**src/rtl/prs_pkg.sv**
```systemverilog
// Package for the periodic task release scheduler.
// Holds the shared widths, register indexes, state and handshake types, and the
// function that builds the service order. No dependencies.
package prs_pkg;

  localparam int unsigned NUM_TASKS = 4;
  localparam int unsigned TASK_W    = 2;
  localparam int unsigned SLOT_W    = $clog2(NUM_TASKS);
  localparam int unsigned BYTE_W    = 8;
  localparam int unsigned CFG_W     = 32;
  localparam int unsigned CFG_IDX_W = 2;
  localparam int unsigned CNT_W     = 16;
  localparam int unsigned STEP_W    = $clog2(CNT_W);

  localparam logic [CNT_W-1:0] MAX_COUNT_RST = CNT_W'(1000);
  localparam logic [CNT_W-1:0] COUNT_RST     = CNT_W'(1);

  typedef enum logic [CFG_IDX_W-1:0] {
    REG_PERIOD    = 2'd0,
    REG_PRIORITY  = 2'd1,
    REG_MAX_COUNT = 2'd2
  } cfg_reg_e;

  typedef enum logic [2:0] {
    ST_IDLE,
    ST_DIVIDE,
    ST_RECORD,
    ST_EMIT,
    ST_ADVANCE
  } prs_state_e;

  typedef logic [TASK_W-1:0]                  task_id_t;
  typedef logic [SLOT_W-1:0]                  slot_t;
  typedef task_id_t [NUM_TASKS-1:0]           order_t;
  typedef logic [NUM_TASKS-1:0][BYTE_W-1:0]   byte_table_t;

  typedef struct packed {
    logic load_div;
    logic div_step;
    logic record;
    logic emit;
    logic advance;
  } cmd_t;

  typedef struct packed {
    logic div_last;
    logic slot_last;
    logic out_free;
  } status_t;

  // Each task's rank is the number of tasks that precede it: a smaller priority,
  // or an equal priority with a lower index.
  function automatic order_t build_order(input byte_table_t prio);
    order_t      order;
    logic [SLOT_W:0] rank;
    order = '0;
    for (int t = 0; t < NUM_TASKS; t++) begin
      rank = '0;
      for (int j = 0; j < NUM_TASKS; j++) begin
        if ((prio[j] < prio[t]) || ((prio[j] == prio[t]) && (j < t))) begin
          rank = rank + 1'b1;
        end
      end
      order[rank[SLOT_W-1:0]] = TASK_W'(t);
    end
    return order;
  endfunction

endpackage

```
**src/rtl/prs_if.sv**
```systemverilog
// Handshake interfaces for the tick input and the released task output.
// Depends on prs_pkg.
interface prs_tick_if;
  logic valid;
  logic ready;
  logic tick;
  modport source (output valid, output tick, input ready);
  modport sink (input valid, input tick, output ready);
endinterface

interface prs_result_if;
  import prs_pkg::*;
  logic     valid;
  logic     ready;
  task_id_t task_id;
  logic     last;
  modport source (output valid, output task_id, output last, input ready);
  modport sink (input valid, input task_id, input last, output ready);
endinterface

```
**src/rtl/prs_datapath.sv**
```systemverilog
// Datapath: configuration registers, tick counter, bit-serial modulo unit,
// ready flags per service slot and the output word register. Depends on prs_pkg.
module prs_datapath (
  input  logic                                clk_i,
  input  logic                                rst_ni,
  input  logic                                cfg_we_i,
  input  logic [prs_pkg::CFG_IDX_W-1:0]       cfg_idx_i,
  input  logic [prs_pkg::CFG_W-1:0]           cfg_data_i,
  input  prs_pkg::cmd_t                       cmd_i,
  output prs_pkg::status_t                    status_o,
  input  logic                                out_ready_i,
  output logic                                out_valid_o,
  output prs_pkg::task_id_t                   out_task_id_o,
  output logic                                out_last_o
);
  import prs_pkg::*;

  byte_table_t          period_q;
  order_t               order_q;
  logic [CNT_W-1:0]     max_count_q;
  logic [CNT_W-1:0]     tick_count_q;
  logic [CNT_W-1:0]     dvd_q;
  logic [BYTE_W-1:0]    rem_q;
  logic [STEP_W-1:0]    step_q;
  slot_t                slot_q;
  logic [NUM_TASKS-1:0] ready_q;
  logic                 out_valid_q;
  task_id_t             out_task_q;
  logic                 out_last_q;

  task_id_t             cur_task;
  logic [BYTE_W-1:0]    cur_period;
  logic [BYTE_W:0]      rem_shift;
  logic [BYTE_W:0]      rem_sub;
  logic [BYTE_W-1:0]    rem_d;
  logic                 hit;
  logic                 later_ready;
  logic                 slot_last;
  logic                 out_free;
  slot_t                slot_inc;

  assign cur_task   = order_q[slot_q];
  assign cur_period = period_q[cur_task];
  assign rem_shift  = {rem_q, dvd_q[CNT_W-1]};
  assign rem_sub    = rem_shift - {1'b0, cur_period};
  assign rem_d      = (rem_shift >= {1'b0, cur_period}) ? rem_sub[BYTE_W-1:0]
                                                         : rem_shift[BYTE_W-1:0];
  assign hit        = (cur_period != '0) && (rem_q == '0);
  assign slot_last  = (slot_q == SLOT_W'(NUM_TASKS - 1));
  assign slot_inc   = slot_last ? '0 : slot_q + 1'b1;
  assign out_free   = !out_valid_q || out_ready_i;

  always_comb begin
    later_ready = 1'b0;
    for (int s = 0; s < NUM_TASKS; s++) begin
      if ((SLOT_W'(s) > slot_q) && ready_q[s]) begin
        later_ready = 1'b1;
      end
    end
  end

  always_ff @(posedge clk_i or negedge rst_ni) begin
    if (!rst_ni) begin
      period_q    <= '0;
      order_q     <= build_order('0);
      max_count_q <= MAX_COUNT_RST;
    end else if (cfg_we_i) begin
      unique case (cfg_idx_i)
        REG_PERIOD:    period_q    <= cfg_data_i;
        REG_PRIORITY:  order_q     <= build_order(cfg_data_i);
        REG_MAX_COUNT: max_count_q <= cfg_data_i[CNT_W-1:0];
        default: begin
        end
      endcase
    end
  end

  always_ff @(posedge clk_i or negedge rst_ni) begin
    if (!rst_ni) begin
      tick_count_q <= COUNT_RST;
    end else if (cmd_i.advance) begin
      if (tick_count_q < max_count_q) begin
        tick_count_q <= tick_count_q + 1'b1;
      end else begin
        tick_count_q <= COUNT_RST;
      end
    end
  end

  always_ff @(posedge clk_i or negedge rst_ni) begin
    if (!rst_ni) begin
      step_q <= '0;
      slot_q <= '0;
    end else if (cmd_i.load_div) begin
      step_q <= '0;
      slot_q <= '0;
    end else if (cmd_i.div_step) begin
      step_q <= step_q + 1'b1;
    end else if (cmd_i.record) begin
      step_q <= '0;
      slot_q <= slot_inc;
    end else if (cmd_i.emit && out_free) begin
      slot_q <= slot_inc;
    end
  end

  always_ff @(posedge clk_i) begin
    if (cmd_i.load_div || (cmd_i.record && !slot_last)) begin
      dvd_q <= tick_count_q;
      rem_q <= '0;
    end else if (cmd_i.div_step) begin
      dvd_q <= {dvd_q[CNT_W-2:0], 1'b0};
      rem_q <= rem_d;
    end
    if (cmd_i.record) begin
      ready_q[slot_q] <= hit;
    end
  end

  always_ff @(posedge clk_i or negedge rst_ni) begin
    if (!rst_ni) begin
      out_valid_q <= 1'b0;
    end else if (cmd_i.emit && out_free && ready_q[slot_q]) begin
      out_valid_q <= 1'b1;
    end else if (out_ready_i) begin
      out_valid_q <= 1'b0;
    end
  end

  always_ff @(posedge clk_i) begin
    if (cmd_i.emit && out_free && ready_q[slot_q]) begin
      out_task_q <= cur_task;
      out_last_q <= !later_ready;
    end
  end

  assign status_o.div_last  = (step_q == STEP_W'(CNT_W - 1));
  assign status_o.slot_last = slot_last;
  assign status_o.out_free  = out_free;

  assign out_valid_o   = out_valid_q;
  assign out_task_id_o = out_task_q;
  assign out_last_o    = out_last_q;

endmodule

```
**src/rtl/prs_controller.sv**
```systemverilog
// Controller state machine that sequences one tick: modulo per slot, ready
// capture, ordered emission and counter advance. Depends on prs_pkg.
module prs_controller (
  input  logic             clk_i,
  input  logic             rst_ni,
  input  logic             in_valid_i,
  input  logic             in_tick_i,
  output logic             in_ready_o,
  input  prs_pkg::status_t status_i,
  output prs_pkg::cmd_t    cmd_o
);
  import prs_pkg::*;

  prs_state_e state_q;
  prs_state_e state_d;
  logic       start;

  assign start = in_valid_i && in_tick_i;

  always_ff @(posedge clk_i or negedge rst_ni) begin
    if (!rst_ni) begin
      state_q <= ST_IDLE;
    end else begin
      state_q <= state_d;
    end
  end

  always_comb begin
    state_d = state_q;
    unique case (state_q)
      ST_IDLE: begin
        if (start) state_d = ST_DIVIDE;
      end
      ST_DIVIDE: begin
        if (status_i.div_last) state_d = ST_RECORD;
      end
      ST_RECORD: begin
        state_d = status_i.slot_last ? ST_EMIT : ST_DIVIDE;
      end
      ST_EMIT: begin
        if (status_i.out_free && status_i.slot_last) state_d = ST_ADVANCE;
      end
      ST_ADVANCE: begin
        state_d = ST_IDLE;
      end
      default: state_d = ST_IDLE;
    endcase
  end

  always_comb begin
    cmd_o      = '0;
    in_ready_o = 1'b0;
    unique case (state_q)
      ST_IDLE: begin
        in_ready_o     = 1'b1;
        cmd_o.load_div = start;
      end
      ST_DIVIDE:  cmd_o.div_step = 1'b1;
      ST_RECORD:  cmd_o.record   = 1'b1;
      ST_EMIT:    cmd_o.emit     = 1'b1;
      ST_ADVANCE: cmd_o.advance  = 1'b1;
      default: begin
      end
    endcase
  end

endmodule

```
**src/rtl/periodic_task_release_scheduler.sv**
```systemverilog
// A tick is taken only in the idle state; no new tick is accepted until the last one is done.
// Each tick runs four 16-step modulo passes, then an emit pass that output stalls can hold.
// Each task passes through the shared bit-serial modulo unit; then slots are emitted in order.
// Reset: periods and priorities zero, maximum count 1000, tick count one, no clearing pass.
// Top level: joins controller and datapath to the tick and result interfaces. Uses prs_pkg.
module periodic_task_release_scheduler (
  input  logic                          clk_i,
  input  logic                          rst_ni,
  prs_tick_if.sink                      tick_i,
  prs_result_if.source                  result_o,
  input  logic                          cfg_we_i,
  input  logic [prs_pkg::CFG_IDX_W-1:0] cfg_idx_i,
  input  logic [prs_pkg::CFG_W-1:0]     cfg_data_i
);
  import prs_pkg::*;

  cmd_t    cmd;
  status_t status;

  prs_controller u_ctrl (
    .clk_i      (clk_i),
    .rst_ni     (rst_ni),
    .in_valid_i (tick_i.valid),
    .in_tick_i  (tick_i.tick),
    .in_ready_o (tick_i.ready),
    .status_i   (status),
    .cmd_o      (cmd)
  );

  prs_datapath u_dp (
    .clk_i         (clk_i),
    .rst_ni        (rst_ni),
    .cfg_we_i      (cfg_we_i),
    .cfg_idx_i     (cfg_idx_i),
    .cfg_data_i    (cfg_data_i),
    .cmd_i         (cmd),
    .status_o      (status),
    .out_ready_i   (result_o.ready),
    .out_valid_o   (result_o.valid),
    .out_task_id_o (result_o.task_id),
    .out_last_o    (result_o.last)
  );

endmodule

```
**src/flat_wrapper.sv**
```systemverilog
// flat-port wrapper written by rule: the top's interface ports become plain ports
module periodic_task_release_scheduler_flat import prs_pkg::*;
  (clk_i, rst_ni, cfg_we_i, cfg_idx_i, cfg_data_i, tick_i_valid, tick_i_tick, tick_i_ready, result_o_valid, result_o_task_id, result_o_last, result_o_ready);
  prs_tick_if tick_i_i ();
  prs_result_if result_o_i ();
  input  logic clk_i;
  input  logic rst_ni;
  input  logic cfg_we_i;
  input  logic [prs_pkg::CFG_IDX_W-1:0] cfg_idx_i;
  input  logic [prs_pkg::CFG_W-1:0] cfg_data_i;
  input wire logic [$bits(tick_i_i.valid)-1:0] tick_i_valid;
  input wire logic [$bits(tick_i_i.tick)-1:0] tick_i_tick;
  output wire logic [$bits(tick_i_i.ready)-1:0] tick_i_ready;
  output wire logic [$bits(result_o_i.valid)-1:0] result_o_valid;
  output wire logic [$bits(result_o_i.task_id)-1:0] result_o_task_id;
  output wire logic [$bits(result_o_i.last)-1:0] result_o_last;
  input wire logic [$bits(result_o_i.ready)-1:0] result_o_ready;
  assign tick_i_i.valid = tick_i_valid;
  assign tick_i_i.tick = tick_i_tick;
  assign tick_i_ready = tick_i_i.ready;
  assign result_o_valid = result_o_i.valid;
  assign result_o_task_id = result_o_i.task_id;
  assign result_o_last = result_o_i.last;
  assign result_o_i.ready = result_o_ready;
  periodic_task_release_scheduler u_core (.clk_i(clk_i), .rst_ni(rst_ni), .tick_i(tick_i_i), .result_o(result_o_i), .cfg_we_i(cfg_we_i), .cfg_idx_i(cfg_idx_i), .cfg_data_i(cfg_data_i));
endmodule
```
**config.mk**
```make
export PLATFORM = sky130hd
export DESIGN_NAME = periodic_task_release_scheduler_flat
export DESIGN_NICKNAME = d
export VERILOG_FILES = /design/src/rtl/prs_pkg.sv /design/src/rtl/prs_if.sv /design/src/rtl/prs_datapath.sv /design/src/rtl/prs_controller.sv /design/src/rtl/periodic_task_release_scheduler.sv /design/src/flat_wrapper.sv
export SDC_FILE = /design/constraint.sdc
export NUM_CORES = 1
export LEC_CHECK = 0
export BUFFER_PORTS_ARGS = -buffer_cell sky130_fd_sc_hd__clkbuf_2
export CAP_MARGIN = 0
export CORE_MARGIN = 3
export CORE_UTILIZATION = 50
export CTS_BUF_LIST = sky130_fd_sc_hd__clkbuf_2
export CTS_CLUSTER_DIAMETER = 30
export DETAILED_ROUTE_END_ITERATION = 6
export PLACE_DENSITY = 0.64
export SLEW_MARGIN = 10
export SYNTH_ARGS = -nofsm -noshare
export SYNTH_HDL_FRONTEND = slang
export SYNTH_SLANG_ARGS = --single-unit
```
**constraint.sdc**
```tcl
create_clock -name clk_i -period 7 [get_ports clk_i]
set_input_delay 0.35 -clock clk_i [delete_from_list [all_inputs] [get_ports clk_i]]
set_output_delay 0.35 -clock clk_i [all_outputs]
set_load 0.05 [all_outputs]
```
==> impl_results.rst, run 1 <==
.. list-table::
   :header-rows: 1

   * - Metric
     - Value
   * - Type of destination of the critical path
     - register
   * - LEAKAGE
     - 3.93 nW
   * - Required @ worst endpoint
     - 7550 ps
   * - CP Max Fanout
     - 17
   * - Combinational Power Share
     - 0.453
   * - Library cell with the largest summed area after synthesis
     - dfrtp_1
   * - Post-Route WL
     - 17100 microns
   * - Commonest cells in the synthesized netlist
     - ha_1 (84), dfrtp_1 (71), inv_1 (54), nand2_1 (54), mux2_2 (47)
   * - Antenna violations before repair
     - 0
   * - NumNets Final
     - 926
   * - Max Cap Violations
     - 0
   * - Biggest area contributors in the synthesized netlist
     - dfrtp_1 (24%), ha_1 (14%), edfxtp_1 (9.4%)
   * - Count of placed standard cells in the final layout, fillers left out
     - 994
   * - Setup slack on the worst flop-to-flop path
     - 2630 ps
   * - ANT nets after route
     - 0
   * - Remaining max-slew budget at the tightest pin
     - 0.243
   * - Final hold violations
     - 0
   * - Area growth from synthesis to final layout
     - 12.7%
   * - Number of inserted diodes
     - 0
   * - Cells after DPL
     - 926
   * - Slowest cell on crit path
     - o21ai_2
   * - Filler cell count
     - 1234
   * - Cell occurring most often along the worst timing path
     - mux2i_1
   * - Distinct cell type count of the synthesized netlist
     - 65
   * - Synthesis-stage register bit count
     - 113
   * - Fraction of layout cells with a size suffix above 1
     - 0.176
   * - Mapped Area
     - 7380 sq um
   * - Most common cell in the netlist
     - ha_1
   * - Global-route congestion overflow total
     - 0
   * - Wire length of the first global-routing pass
     - 28200 microns
   * - Switching share of power
     - 0.390
   * - Die height
     - 127 microns
   * - Max Transition Viols Final
     - 0
   * - Result of the run
     - finished, final reports clean
   * - Drt pass-1 iters
     - 5
   * - Level count of the clock H-tree
     - 4
   * - Capturing point of the worst reg2reg path
     - u_core.u_dp.rem_q[2]
   * - Clock buffers created by TritonCTS
     - 17
   * - Kind of start point of the critical path
     - register
   * - Die Area
     - 16300 sq um
   * - Fraction of the cycle the final worst path needs
     - 0.624
   * - CORE AREA
     - 14100 sq um
   * - Source-to-sink clock delay at the later pin of the worst-skew pair
     - 680 ps
   * - CTS tree
     - built
   * - Worst-Margin Slew
     - 1140 ps
   * - Internal Power
     - 1.56 mW
   * - Setup repair after global routing missed its margin
     - false
   * - Pin count of the biggest net entering global routing
     - 83
   * - Number of placement rows
     - 43
   * - Critical path origin
     - u_core.u_dp.slot_q[1]
   * - Sum of negative setup slack
     - 0 ps
   * - Setup-violating endpoint count in the final report
     - 0
   * - Number of global-route vias before repair
     - 5770
   * - Sequential power share
     - 0.384
   * - Clock-pin slew of the registers on the worst-case setup and hold paths
     - 180 ps
   * - Final Critical Period
     - 4370 ps
   * - Boundary Pins
     - 45
   * - CTS Root Buffer Type
     - clkbuf_2
   * - Synth Flop Type
     - dfrtp_1
   * - CTS sink count
     - 113
   * - Die boundary width
     - 127 microns
   * - Routed wire length per instance
     - 17.2 microns
   * - Worst min path class
     - input port to register
   * - Cell count of the worst reg-to-reg path
     - 13
   * - Number of enable flip-flop cells after synthesis
     - 23
   * - FMAX
     - 0.229 GHz
   * - Critical path endpoint
     - u_core.u_dp.rem_q[2]
   * - Number of cells produced by synthesis
     - 723
   * - Synth warnings
     - 0
   * - Total global routing track utilization
     - 0.221
   * - Starting density of the core
     - 0.522
   * - Power density of the placed cells
     - 308 nW/um^2
   * - Fraction of registers with async set or reset after synthesis
     - 0.726
   * - Critical register-to-register path startpoint
     - u_core.u_dp.slot_q[1]
   * - Share of synthesized area occupied by flip-flops and latches
     - 0.395
   * - Vias post-DR
     - 5650
   * - Input/output buffers
     - 44
   * - CP cell instances
     - mux2_4, o21ai_2, mux2i_1, mux2i_4, inv_1, ha_1, nor2b_1, o21a_1, o21ai_1, a31oi_1, or4_1, mux2i_1, o22ai_1
   * - Worst Skew
     - 30.8 ps
   * - Maximum number of buffers from clock root to sink
     - 2
   * - First-iteration detailed-routing DRC count
     - 308
   * - Delay of the slowest cell on the worst path
     - 860 ps
   * - Count of buffers added by post-CTS timing repair for setup
     - 0
   * - Routability Congestion
     - 0.898
   * - DP HPWL
     - 12800 microns
   * - Via-per-instance ratio
     - 5.68
   * - Synthesized netlist net count
     - 848
   * - Critical path data arrival time
     - 4910 ps
   * - Largest voltage drop on the vdd net
     - 126 uV
   * - Share of the synthesized area in the top cell type
     - 0.241
   * - Power after layout
     - 2.57 mW
   * - Clock power share
     - 0.163
   * - Setup Crit Path Kind
     - register to register
   * - DRC viols
     - 0
   * - Avg Synthesized Cell Area
     - 10.2 sq um
   * - Switching component of the power
     - 1.00 mW
## cell families (layout without fill, tap and decap cells)
| kind of cell | count (synthesis) | after routing | share of synthesized area |
|---|---|---|---|
| xor+xnor | 15 | 15 | 0.0178 |
| compound gates | 140 | 140 | 0.119 |
| mux | 96 | 96 | 0.144 |
| flops | 113 | 113 | 0.395 |
| buf+inv | 78 | 169 | 0.0456 |
| fa+ha+maj | 85 | 85 | 0.145 |
| simple gates | 196 | 196 | 0.133 |
## how the worst min path moves through the flow
stage                      startpoint                          to  slack (ps)  cells after the start
2_1_floorplan                  rst_ni    u_core.u_ctrl.state_q[0]          50                      0
4_1_cts                 cfg_data_i[5]  u_core.u_dp.max_count_q[5]           6                      2
3_5_place_dp   u_core.u_dp.order_q[5]      u_core.u_dp.order_q[5]         470                      2
6_report                cfg_data_i[1]     u_core.u_dp.period_q[1]         100                      2
5_1_grt                 cfg_data_i[1]     u_core.u_dp.period_q[1]          10                      2
3_3_place_gp   u_core.u_dp.order_q[5]      u_core.u_dp.order_q[5]         450                      2
## area by class of cell
class	count	area, sq um	share of cell area
Timing Repair Buffer	83	606	0.0728
Tap cell	180	225	0.0271
Clock buffer	17	85.1	0.0102
Inverter	54	203	0.0244
Clock inverter	15	140	0.0169
Multi-Input combinational cell	532	4140	0.498
Sequential cell	113	2920	0.351
## power groups by stage
stage	combinational [mW]	sequential (mW)	clock [mW]
6_report	1.16	0.986	0.417
5_1_grt	1.30	1.01	0.466
4_1_cts	1.16	0.989	0.432
3_5_place_dp	1.14	1.00	0
3_3_place_gp	1.10	0.997	0
2_1_floorplan	0.957	0.947	0
## per-stage QoR
step	cell area (sq um)	util	worst slack, ps	hold WS [ps]
finish	8320	0.588	2630	104
global route	8320	0.588	2350	9.60
CTS	8310	0.587	2640	5.97
detailed placement	7730	0.546	2700	469
global placement	7730	0.546	2870	455
floorplan	7380	-	3690	54.4
## placed cells by master, fill, tap and decap left out, drive strengths merged, types with 3 or more instances in the layout
master / netlist / final
nor2b: 20 / 20
mux2i: 37 / 37
nor3: 8 / 8
buf: 11 / 4
and2: 4 / 4
dlygate4sd3: 0 / 36
o21a: 10 / 10
nand2: 54 / 54
a31oi: 6 / 6
nor3b: 5 / 5
clkbuf: 13 / 60
nor4: 3 / 3
a22o: 3 / 3
inv: 54 / 58
clkinvlp: 0 / 4
a21oi: 32 / 32
mux2: 58 / 58
edfxtp: 23 / 23
nand3: 19 / 19
xnor2: 5 / 5
dfxtp: 8 / 8
o311ai: 4 / 4
nand4: 11 / 11
dfrtp: 71 / 71
o22ai: 6 / 6
a21o: 9 / 9
o211ai: 3 / 3
xor2: 10 / 10
and3: 12 / 12
o31ai: 4 / 4
ha: 84 / 84
dfstp: 11 / 11
clkinv: 0 / 5
or3: 4 / 4
o21ai: 47 / 47
nand2b: 10 / 10
nor2: 40 / 40
## registers in the layout, indices dropped and copies added, names as in the netlist
register,count
u_core.u_dp.out_valid_o,1
u_core.u_dp.ready_q,4
u_core.u_dp.out_last_o,1
u_core.u_dp.dvd_q,16
u_core.u_dp.slot_q,2
u_core.u_dp.max_count_q,16
u_core.u_ctrl.state_q,3
u_core.u_dp.step_q,4
u_core.u_dp.out_task_id_o,2
u_core.u_dp.rem_q,8
u_core.u_dp.tick_count_q,16
u_core.u_dp.period_q,32
u_core.u_dp.order_q,8
## layer usage
layer	GRT usage	vias to the layer above	part of all wire
met1	0.271	2703	0.44
met2	0.380	140	0.50
met3	0.0481	33	0.040
met5	0	-	0
li1	-	2774	-
met4	0.0845	0	0.022
## critical path: cells and delay by family (launching register included)
| family | cells | cell delay [ps] |
|---|---|---|
| AO/OA/AOI/OAI | 5 | 1330 |
| multiplexers | 4 | 1120 |
| AND/OR/NAND/NOR | 2 | 800 |
| flip-flops | 1 | 600 |
| adder cells (fa/ha/maj) | 1 | 290 |
| buffers and inverters | 1 | 80 |
## timing repair
item	4_1_cts	5_1_grt
resized for setup	0	0
endpoints found under the hold margin	116	1
hold buffers	35	1
Note: power is estimated with default switching activity, not from simulation.
==> run 2: changes to the inputs <==
PLACE_DENSITY = 0.66   (was 0.64)
clock period = 3.9 ns   (was 7 ns; I/O delays follow)
==> run 2 against run 1 <==
Effect of this change:
- die area did not move
- critical path type unchanged
- register-to-register slack got worse by 2300 ps
- via count rose by 0.12%
- largest cell class unchanged
- combinational power rose by 82%
- critical path depth fell by 2
- global-route usage fell by 0.094 points
- clock power rose by 110%
- sequential share of layout area fell by 0.45 points
- utilization rose by 0.77 points
- fmax rose by 23%
- sequential cell count did not move
==> impl_results.rst, run 2 (synthesis results as in run 1) <==
.. list-table::
   :header-rows: 1

   * - Metric
     - Value
   * - CORE AREA
     - 14100 sq um (unchanged)
   * - CP Max Fanout
     - 10 (-7)
   * - Largest Register
     - u_core.u_dp.period_q
   * - Die Area
     - 16300 sq um (unchanged)
   * - Via-per-instance ratio
     - 5.66 (-0.48%)
   * - Type of destination of the critical path
     - register
   * - Setup-violating endpoint count in the final report
     - 0 (unchanged)
   * - Antenna violations before repair
     - 0 (unchanged)
   * - DP HPWL
     - 12700 microns (-0.72%)
   * - Fraction of layout cells with a size suffix above 1
     - 0.179 (+0.00359)
   * - First-iteration detailed-routing DRC count
     - 377 (+22%)
   * - CP cell instances
     - mux4_2, mux2i_4, inv_1, ha_1, nor2b_1, o21a_1, o21ai_1, a31oi_1, or4_1, mux2i_1, o22ai_1
   * - Required @ worst endpoint
     - 4460 ps (-3090 ps)
   * - Total global routing track utilization
     - 0.220 (-0.000940)
   * - Combinational Power Share
     - 0.443 (-0.010)
   * - Clock buffers created by TritonCTS
     - 17 (unchanged)
   * - Number of inserted diodes
     - 0 (unchanged)
   * - FMAX
     - 0.281 GHz (+23%)
   * - Final Critical Period
     - 3550 ps (-811 ps)
   * - Result of the run
     - finished, final reports clean
   * - Drt pass-1 iters
     - 4 (-1)
   * - DRC viols
     - 0 (unchanged)
   * - Die boundary width
     - 127 microns (unchanged)
   * - Count of buffers added by post-CTS timing repair for setup
     - 0 (unchanged)
   * - NumNets Final
     - 932 (+0.65%)
   * - Starting density of the core
     - 0.522 (unchanged)
   * - Power density of the placed cells
     - 565 nW/um^2 (+83%)
   * - Remaining max-slew budget at the tightest pin
     - 0.322 (+0.0784)
   * - Switching component of the power
     - 1.81 mW (+81%)
   * - Post-Route WL
     - 16800 microns (-1.5%)
   * - Global-route congestion overflow total
     - 0 (unchanged)
   * - Worst min path class
     - input port to asynchronous set/reset pin
   * - Number of flip-flops under the largest register name
     - 32 (unchanged)
   * - Switching share of power
     - 0.380 (-0.0101)
   * - Area used by sequential logic in the layout
     - 2920 sq um (unchanged)
   * - Worst-Margin Slew
     - 1020 ps (-117 ps)
   * - CTS tree
     - built
   * - Delay of the slowest cell on the worst path
     - 720 ps (-140 ps)
   * - Routed wire length per instance
     - 16.8 microns (-2.1%)
   * - Critical path data arrival time
     - 4120 ps (-790 ps)
   * - Worst Skew
     - 43.8 ps (+13.0 ps)
   * - Area growth from synthesis to final layout
     - 14.2%
   * - Internal Power
     - 2.95 mW (+89%)
   * - Clock-pin slew of the registers on the worst-case setup and hold paths
     - 170 ps (about the same)
   * - Fraction of the cycle the final worst path needs
     - 0.911 (+0.288)
   * - Area occupied by multi-input gates
     - 4140 sq um (unchanged)
   * - Filler cell count
     - 1165 (-5.6%)
   * - Boundary Pins
     - 45 (unchanged)
   * - Wire length of the first global-routing pass
     - 28300 microns (+0.29%)
   * - Vias post-DR
     - 5657 (+0.12%)
   * - Routability Congestion
     - 0.945 (+5.2%)
   * - Number of global-route vias before repair
     - 5775 (+0.087%)
   * - Max Cap Violations
     - 0 (unchanged)
   * - Clock power share
     - 0.186 (+0.023)
   * - CTS Root Buffer Type
     - clkbuf_2
   * - Largest voltage drop on the vdd net
     - 308 uV (+140%)
   * - Sequential power share
     - 0.371 (-0.013)
   * - LEAKAGE
     - 3.98 nW (+1.3%)
   * - Setup Crit Path Kind
     - register to register
   * - Commonest non-fill, non-tap cell in the layout
     - ha_1
   * - Maximum number of buffers from clock root to sink
     - 2 (unchanged)
   * - Source-to-sink clock delay at the later pin of the worst-skew pair
     - 690 ps (about the same)
   * - CTS sink count
     - 113 (unchanged)
   * - Slowest cell on crit path
     - mux4_2
   * - Sum of negative setup slack
     - 0 ps (unchanged)
   * - Max Transition Viols Final
     - 0 (unchanged)
   * - Setup repair after global routing missed its margin
     - false
   * - ANT nets after route
     - 0 (unchanged)
   * - Number of placement rows
     - 43 (unchanged)
   * - Power after layout
     - 4.76 mW (+85%)
   * - Pin count of the biggest net entering global routing
     - 83 (unchanged)
   * - Input/output buffers
     - 44 (unchanged)
   * - Kind of start point of the critical path
     - register
   * - Die height
     - 127 microns (unchanged)
   * - Final hold violations
     - 0 (unchanged)
   * - Level count of the clock H-tree
     - 4 (unchanged)
   * - Leading cell types in the layout, fill and taps excluded
     - ha_1 (84), dfrtp_1 (71), clkbuf_2 (61)
[run 2: cell count changes in the layout (fill, tap and decap cells not counted)]
cell and delta:
clkbuf_2 +1, inv_6 -1, inv_4 -2, buf_4 +2, clkinv_4 +2, dlygate4sd3_1 +4, bufinv_16 +2, clkinv_1 -2
[run 2: layout make-up]
class / instances / area share
Sequential cell: 113 / 0.346
Timing Repair Buffer: 89 / 0.0784
Tap cell: 180 / 0.0267
Inverter: 54 / 0.0241
Clock buffer: 18 / 0.0107
Clock inverter: 14 / 0.0224
Multi-Input combinational cell: 532 / 0.491
[run 2: critical path, delay by kind of cell, from the launching register on]
family / cells / cell delay (ps)
buffers and inverters: 1 / 80
AO/OA/AOI/OAI: 4 / 470
flip-flops: 1 / 580
AND/OR/NAND/NOR: 2 / 800
multiplexers: 3 / 1230
adder cells (fa/ha/maj): 1 / 290
[run 2: metrics by stage]
stage / hold WS, ps / setup WS (ps) / std cells / util / cell area [sq um]
after CTS: 148 / 355 / 1000 / 0.595 / 8420
after floorplan: -101 / 587 / 723 / - / 7380
after detailed placement: 431 / 370 / 928 / 0.547 / 7740
final: 190 / 346 / 1000 / 0.595 / 8420
after global placement: 423 / 464 / 928 / 0.547 / 7740
after global routing: 225 / 140 / 1000 / 0.595 / 8420
[run 2: power groups by stage]
| stage | Clock, mW | Combinational (mW) | Sequential (mW) |
|---|---|---|---|
| after floorplan | 0 | 1.72 | 1.70 |
| after global placement | 0 | 1.99 | 1.78 |
| after detailed placement | 0 | 2.06 | 1.79 |
| after CTS | 0.911 | 2.10 | 1.77 |
| after global routing | 0.949 | 2.34 | 1.80 |
| final | 0.884 | 2.11 | 1.76 |
[run 2: what timing repair did]
action / in CTS / in global routing
setup endpoints to repair: 0 / 0
resized for setup: 0 / 0
hold endpoints to repair: 129 / 0
hold buffers: 40 / 0
[run 2: final timing paths]
kind | from | to | slack (ps) | cells after the start
min in group clk_i | cfg_data_i[29] | u_core.u_dp.period_q[29] | 320 | 3
max reg2reg | u_core.u_dp.slot_q[0] | u_core.u_dp.rem_q[3] | 350 | 11
max | u_core.u_dp.slot_q[0] | u_core.u_dp.rem_q[3] | 350 | 11
min reg2reg | u_core.u_dp.order_q[5] | u_core.u_dp.order_q[5] | 470 | 2
min | rst_ni | u_core.u_dp.order_q[3] | 190 | 2
max in group asynchronous | rst_ni | u_core.u_dp.out_valid_o | 3020 | 2
[run 2: per-layer routing]
metal / vias to the layer above / GRT usage / share of wire
li1: 2782 / - / -
met3: 35 / 0.0477 / 0.033
met5: - / 0 / 0
met2: 105 / 0.372 / 0.49
met1: 2735 / 0.273 / 0.45
met4: 0 / 0.0902 / 0.026
==> run 3: changes to the inputs <==
clock period = 3 ns   (was 3.9 ns; I/O delays follow)
==> run 3 against run 2 <==
Effect of this change:
- the run now ends with setup timing left
- cell count is 3.7% higher
- sequential power increased by 31%
- utilization is 2.7 points higher
- critical path depth increased by 4
- register-to-register slack got worse by 530 ps
- hold slack worse by 55 ps
- fmax grew 12%
- via count grew 2.8%
==> impl_results.rst, run 3 (synthesis results as in run 1) <==
.. list-table::
   :header-rows: 1

   * - Metric
     - Value
   * - Leading cell types in the layout, fill and taps excluded
     - ha_1 (81), dfrtp_1 (70), clkbuf_2 (62)
   * - Input/output buffers
     - 44 (unchanged)
   * - Area growth from synthesis to final layout
     - 19.3%
   * - Number of global-route vias before repair
     - 6057 (+4.9%)
   * - Post-Route WL
     - 17300 microns (+2.9%)
   * - CP cell instances
     - mux2_4, o21ai_4, buf_12, mux2i_4, mux2i_4, inv_2, ha_4, nor2b_4, o21a_1, o21ai_1, a31oi_1, or4_4, buf_6, mux2i_1, o22ai_1
   * - Level count of the clock H-tree
     - 4 (unchanged)
   * - Pin count of the biggest net entering global routing
     - 83 (unchanged)
   * - Starting density of the core
     - 0.522 (unchanged)
   * - CP Max Fanout
     - 7 (-3)
   * - Routed wire length per instance
     - 16.7 microns (-0.80%)
   * - Delay of the slowest cell on the worst path
     - 470 ps (-250 ps)
   * - FMAX
     - 0.314 GHz (+12%)
   * - Worst min path class
     - input port to asynchronous set/reset pin
   * - Remaining max-slew budget at the tightest pin
     - 0.324 (+0.00197)
   * - Final hold violations
     - 0 (unchanged)
   * - Cell occurring most often along the worst timing path
     - mux2i_4
   * - Max Cap Violations
     - 0 (unchanged)
   * - DP HPWL
     - 13100 microns (+3.4%)
   * - Wire length of the first global-routing pass
     - 29100 microns (+2.8%)
   * - Result of the run
     - complete, but fails checks
   * - Met1 demand-to-capacity share in global routing
     - 0.268 (-0.00559)
   * - Global-route congestion overflow total
     - 0 (unchanged)
   * - CORE AREA
     - 14100 sq um (unchanged)
   * - Number of inserted diodes
     - 0 (unchanged)
   * - Maximum number of buffers from clock root to sink
     - 2 (unchanged)
   * - Largest Register
     - u_core.u_dp.period_q
   * - Clock buffers created by TritonCTS
     - 17 (unchanged)
   * - Largest voltage drop on the vdd net
     - 372 uV (+21%)
   * - GR Util met2
     - 0.388 (+0.0155)
   * - Routability Congestion
     - 0.899 (-4.9%)
   * - Count of placed standard cells in the final layout, fillers left out
     - 1037 (+3.7%)
   * - Worst Skew
     - 31.8 ps (-12.0 ps)
   * - LEAKAGE
     - 4.19 nW (+5.2%)
   * - Source-to-sink clock delay at the later pin of the worst-skew pair
     - 700 ps (about the same)
   * - Critical register-to-register path startpoint
     - u_core.u_dp.slot_q[1]
   * - Fraction of the cycle the final worst path needs
     - 1.06 (+0.150)
   * - Cells after DPL
     - 954 (+2.8%)
   * - Failing checks
     - setup timing
   * - CTS sink count
     - 113 (unchanged)
   * - Number of placement rows
     - 43 (unchanged)
   * - Area occupied by multi-input gates
     - 4230 sq um (+2.2%)
   * - CTS Root Buffer Type
     - clkbuf_2
   * - NumNets Final
     - 969 (+4.0%)
   * - Worst-Margin Slew
     - 1010 ps (-2.95 ps)
   * - Setup slack on the worst flop-to-flop path
     - -180 ps (-530 ps)
   * - Commonest non-fill, non-tap cell in the layout
     - ha_1
   * - Filler cell count
     - 1158 (-0.60%)
   * - CTS tree
     - built
   * - Type of destination of the critical path
     - register
   * - Post-route setup slack
     - -183 ps (-529 ps)
   * - Die height
     - 127 microns (unchanged)
   * - Boundary Pins
     - 45 (unchanged)
   * - Final Critical Period
     - 3180 ps (-371 ps)
   * - Met3 usage
     - 0.0518 (+0.00418)
   * - Die boundary width
     - 127 microns (unchanged)
   * - GRT Max-Usage Layer
     - met2
   * - Fraction of the core area covered by cells at the end of the flow
     - 0.622 (+0.0271)
   * - Slowest cell on crit path
     - dfrtp_2
   * - Total global routing track utilization
     - 0.225 (+0.00479)
   * - Antenna violations before repair
     - 0 (unchanged)
   * - Setup-violating endpoint count in the final report
     - 8 (+8)
   * - Number of flip-flops under the largest register name
     - 32 (unchanged)
   * - Clock-pin slew of the registers on the worst-case setup and hold paths
     - 160 ps (about the same)
   * - Fraction of layout cells with a size suffix above 1
     - 0.230 (+0.0506)
   * - Sum of negative setup slack
     - -1220 ps (-1220 ps)
   * - Critical path data arrival time
     - 3760 ps (-360 ps)
   * - Power density of the placed cells
     - 794 nW/um^2 (+41%)
   * - Area used by sequential logic in the layout
     - 2920 sq um (about the same)
   * - Kind of start point of the critical path
     - register
   * - Required @ worst endpoint
     - 3570 ps (-890 ps)
   * - ANT nets after route
     - 0 (unchanged)
   * - Setup Crit Path Kind
     - register to register
   * - DRC viols
     - 0 (unchanged)
   * - Capturing point of the worst reg2reg path
     - u_core.u_dp.rem_q[4]
   * - First-iteration detailed-routing DRC count
     - 274 (-27%)
   * - Max Transition Viols Final
     - 0 (unchanged)
   * - Cell count of the worst reg-to-reg path
     - 15 (+4)
   * - Die Area
     - 16300 sq um (unchanged)
   * - Vias post-DR
     - 5813 (+2.8%)
   * - Via-per-instance ratio
     - 5.61 (-0.91%)
   * - Critical path origin
     - u_core.u_dp.slot_q[1]
   * - Drt pass-1 iters
     - 4 (unchanged)
   * - Setup repair after global routing missed its margin
     - true
==> run 3: cell count changes in the layout (fill, tap and decap cells not counted), sizes merged <==
cell / previous run / this run
clkbuf: 61 / 62
clkinv: 5 / 8
inv: 55 / 54
buf: 6 / 43
clkinvlp: 4 / 1
==> run 3: layout make-up <==
class	instances	share of cell area
multi-input cells	532	0.480
flip-flops and latches	113	0.331
repair buffers	126	0.110
well taps	180	0.0256
inverters	54	0.0230
clock inverters	13	0.0192
clock buffers	19	0.0108
==> run 3: worst max-delay path, delay by kind of cell, from the launching register on <==
family / cells / cell delay [ps]
AND/OR/NAND/NOR: 2 / 570
multiplexers: 4 / 810
flip-flops: 1 / 470
adder cells (fa/ha/maj): 1 / 190
buffers and inverters: 3 / 390
AO/OA/AOI/OAI: 5 / 650
==> run 3: worst max-delay path by stage <==
stage                           end  cells past startpoint  slack, ps
2_1_floorplan  u_core.u_dp.rem_q[2]                     17       -240
3_3_place_gp   u_core.u_dp.rem_q[3]                     15       -150
3_5_place_dp   u_core.u_dp.rem_q[4]                     15       -230
4_1_cts        u_core.u_dp.rem_q[4]                     15       -170
5_1_grt        u_core.u_dp.rem_q[5]                     15       -270
6_report       u_core.u_dp.rem_q[4]                     15       -180
==> run 3: power breakdown <==
group | internal, mW | leakage, nW | switching, mW
combinational | 1.89 | 2.72 | 1.68
sequential | 2.03 | 1.30 | 0.281
clock | 0.543 | 0.162 | 0.569
total | 4.46 | 4.19 | 2.53
==> run 3: metrics by stage <==
step                      cell area, sq um  worst slack, ps  total power [mW]  hold slack, ps
after floorplan                       7420             -243              4.53            -146
after global placement                7990             -151              5.34             383
after detailed placement              7990             -230              5.47             384
after CTS                             8750             -165              6.85            93.7
after global routing                  8810             -270              7.51             158
final                                 8810             -183              6.99             136
==> run 3: layer usage <==
metal | vias up | part of all wire
li1 | 2861 | -
met5 | - | 0
met1 | 2799 | 0.43
met3 | 48 | 0.029
met2 | 105 | 0.50
met4 | 0 | 0.034
==> run 3: timing repair <==
item,in CTS,in global routing
gates resized for setup,11,7
hold endpoints to repair,136,0
pin swaps,3,3
hold buffers,40,0
setup buffers,5,5
cloned,1,0
endpoints found under the setup margin,8,8
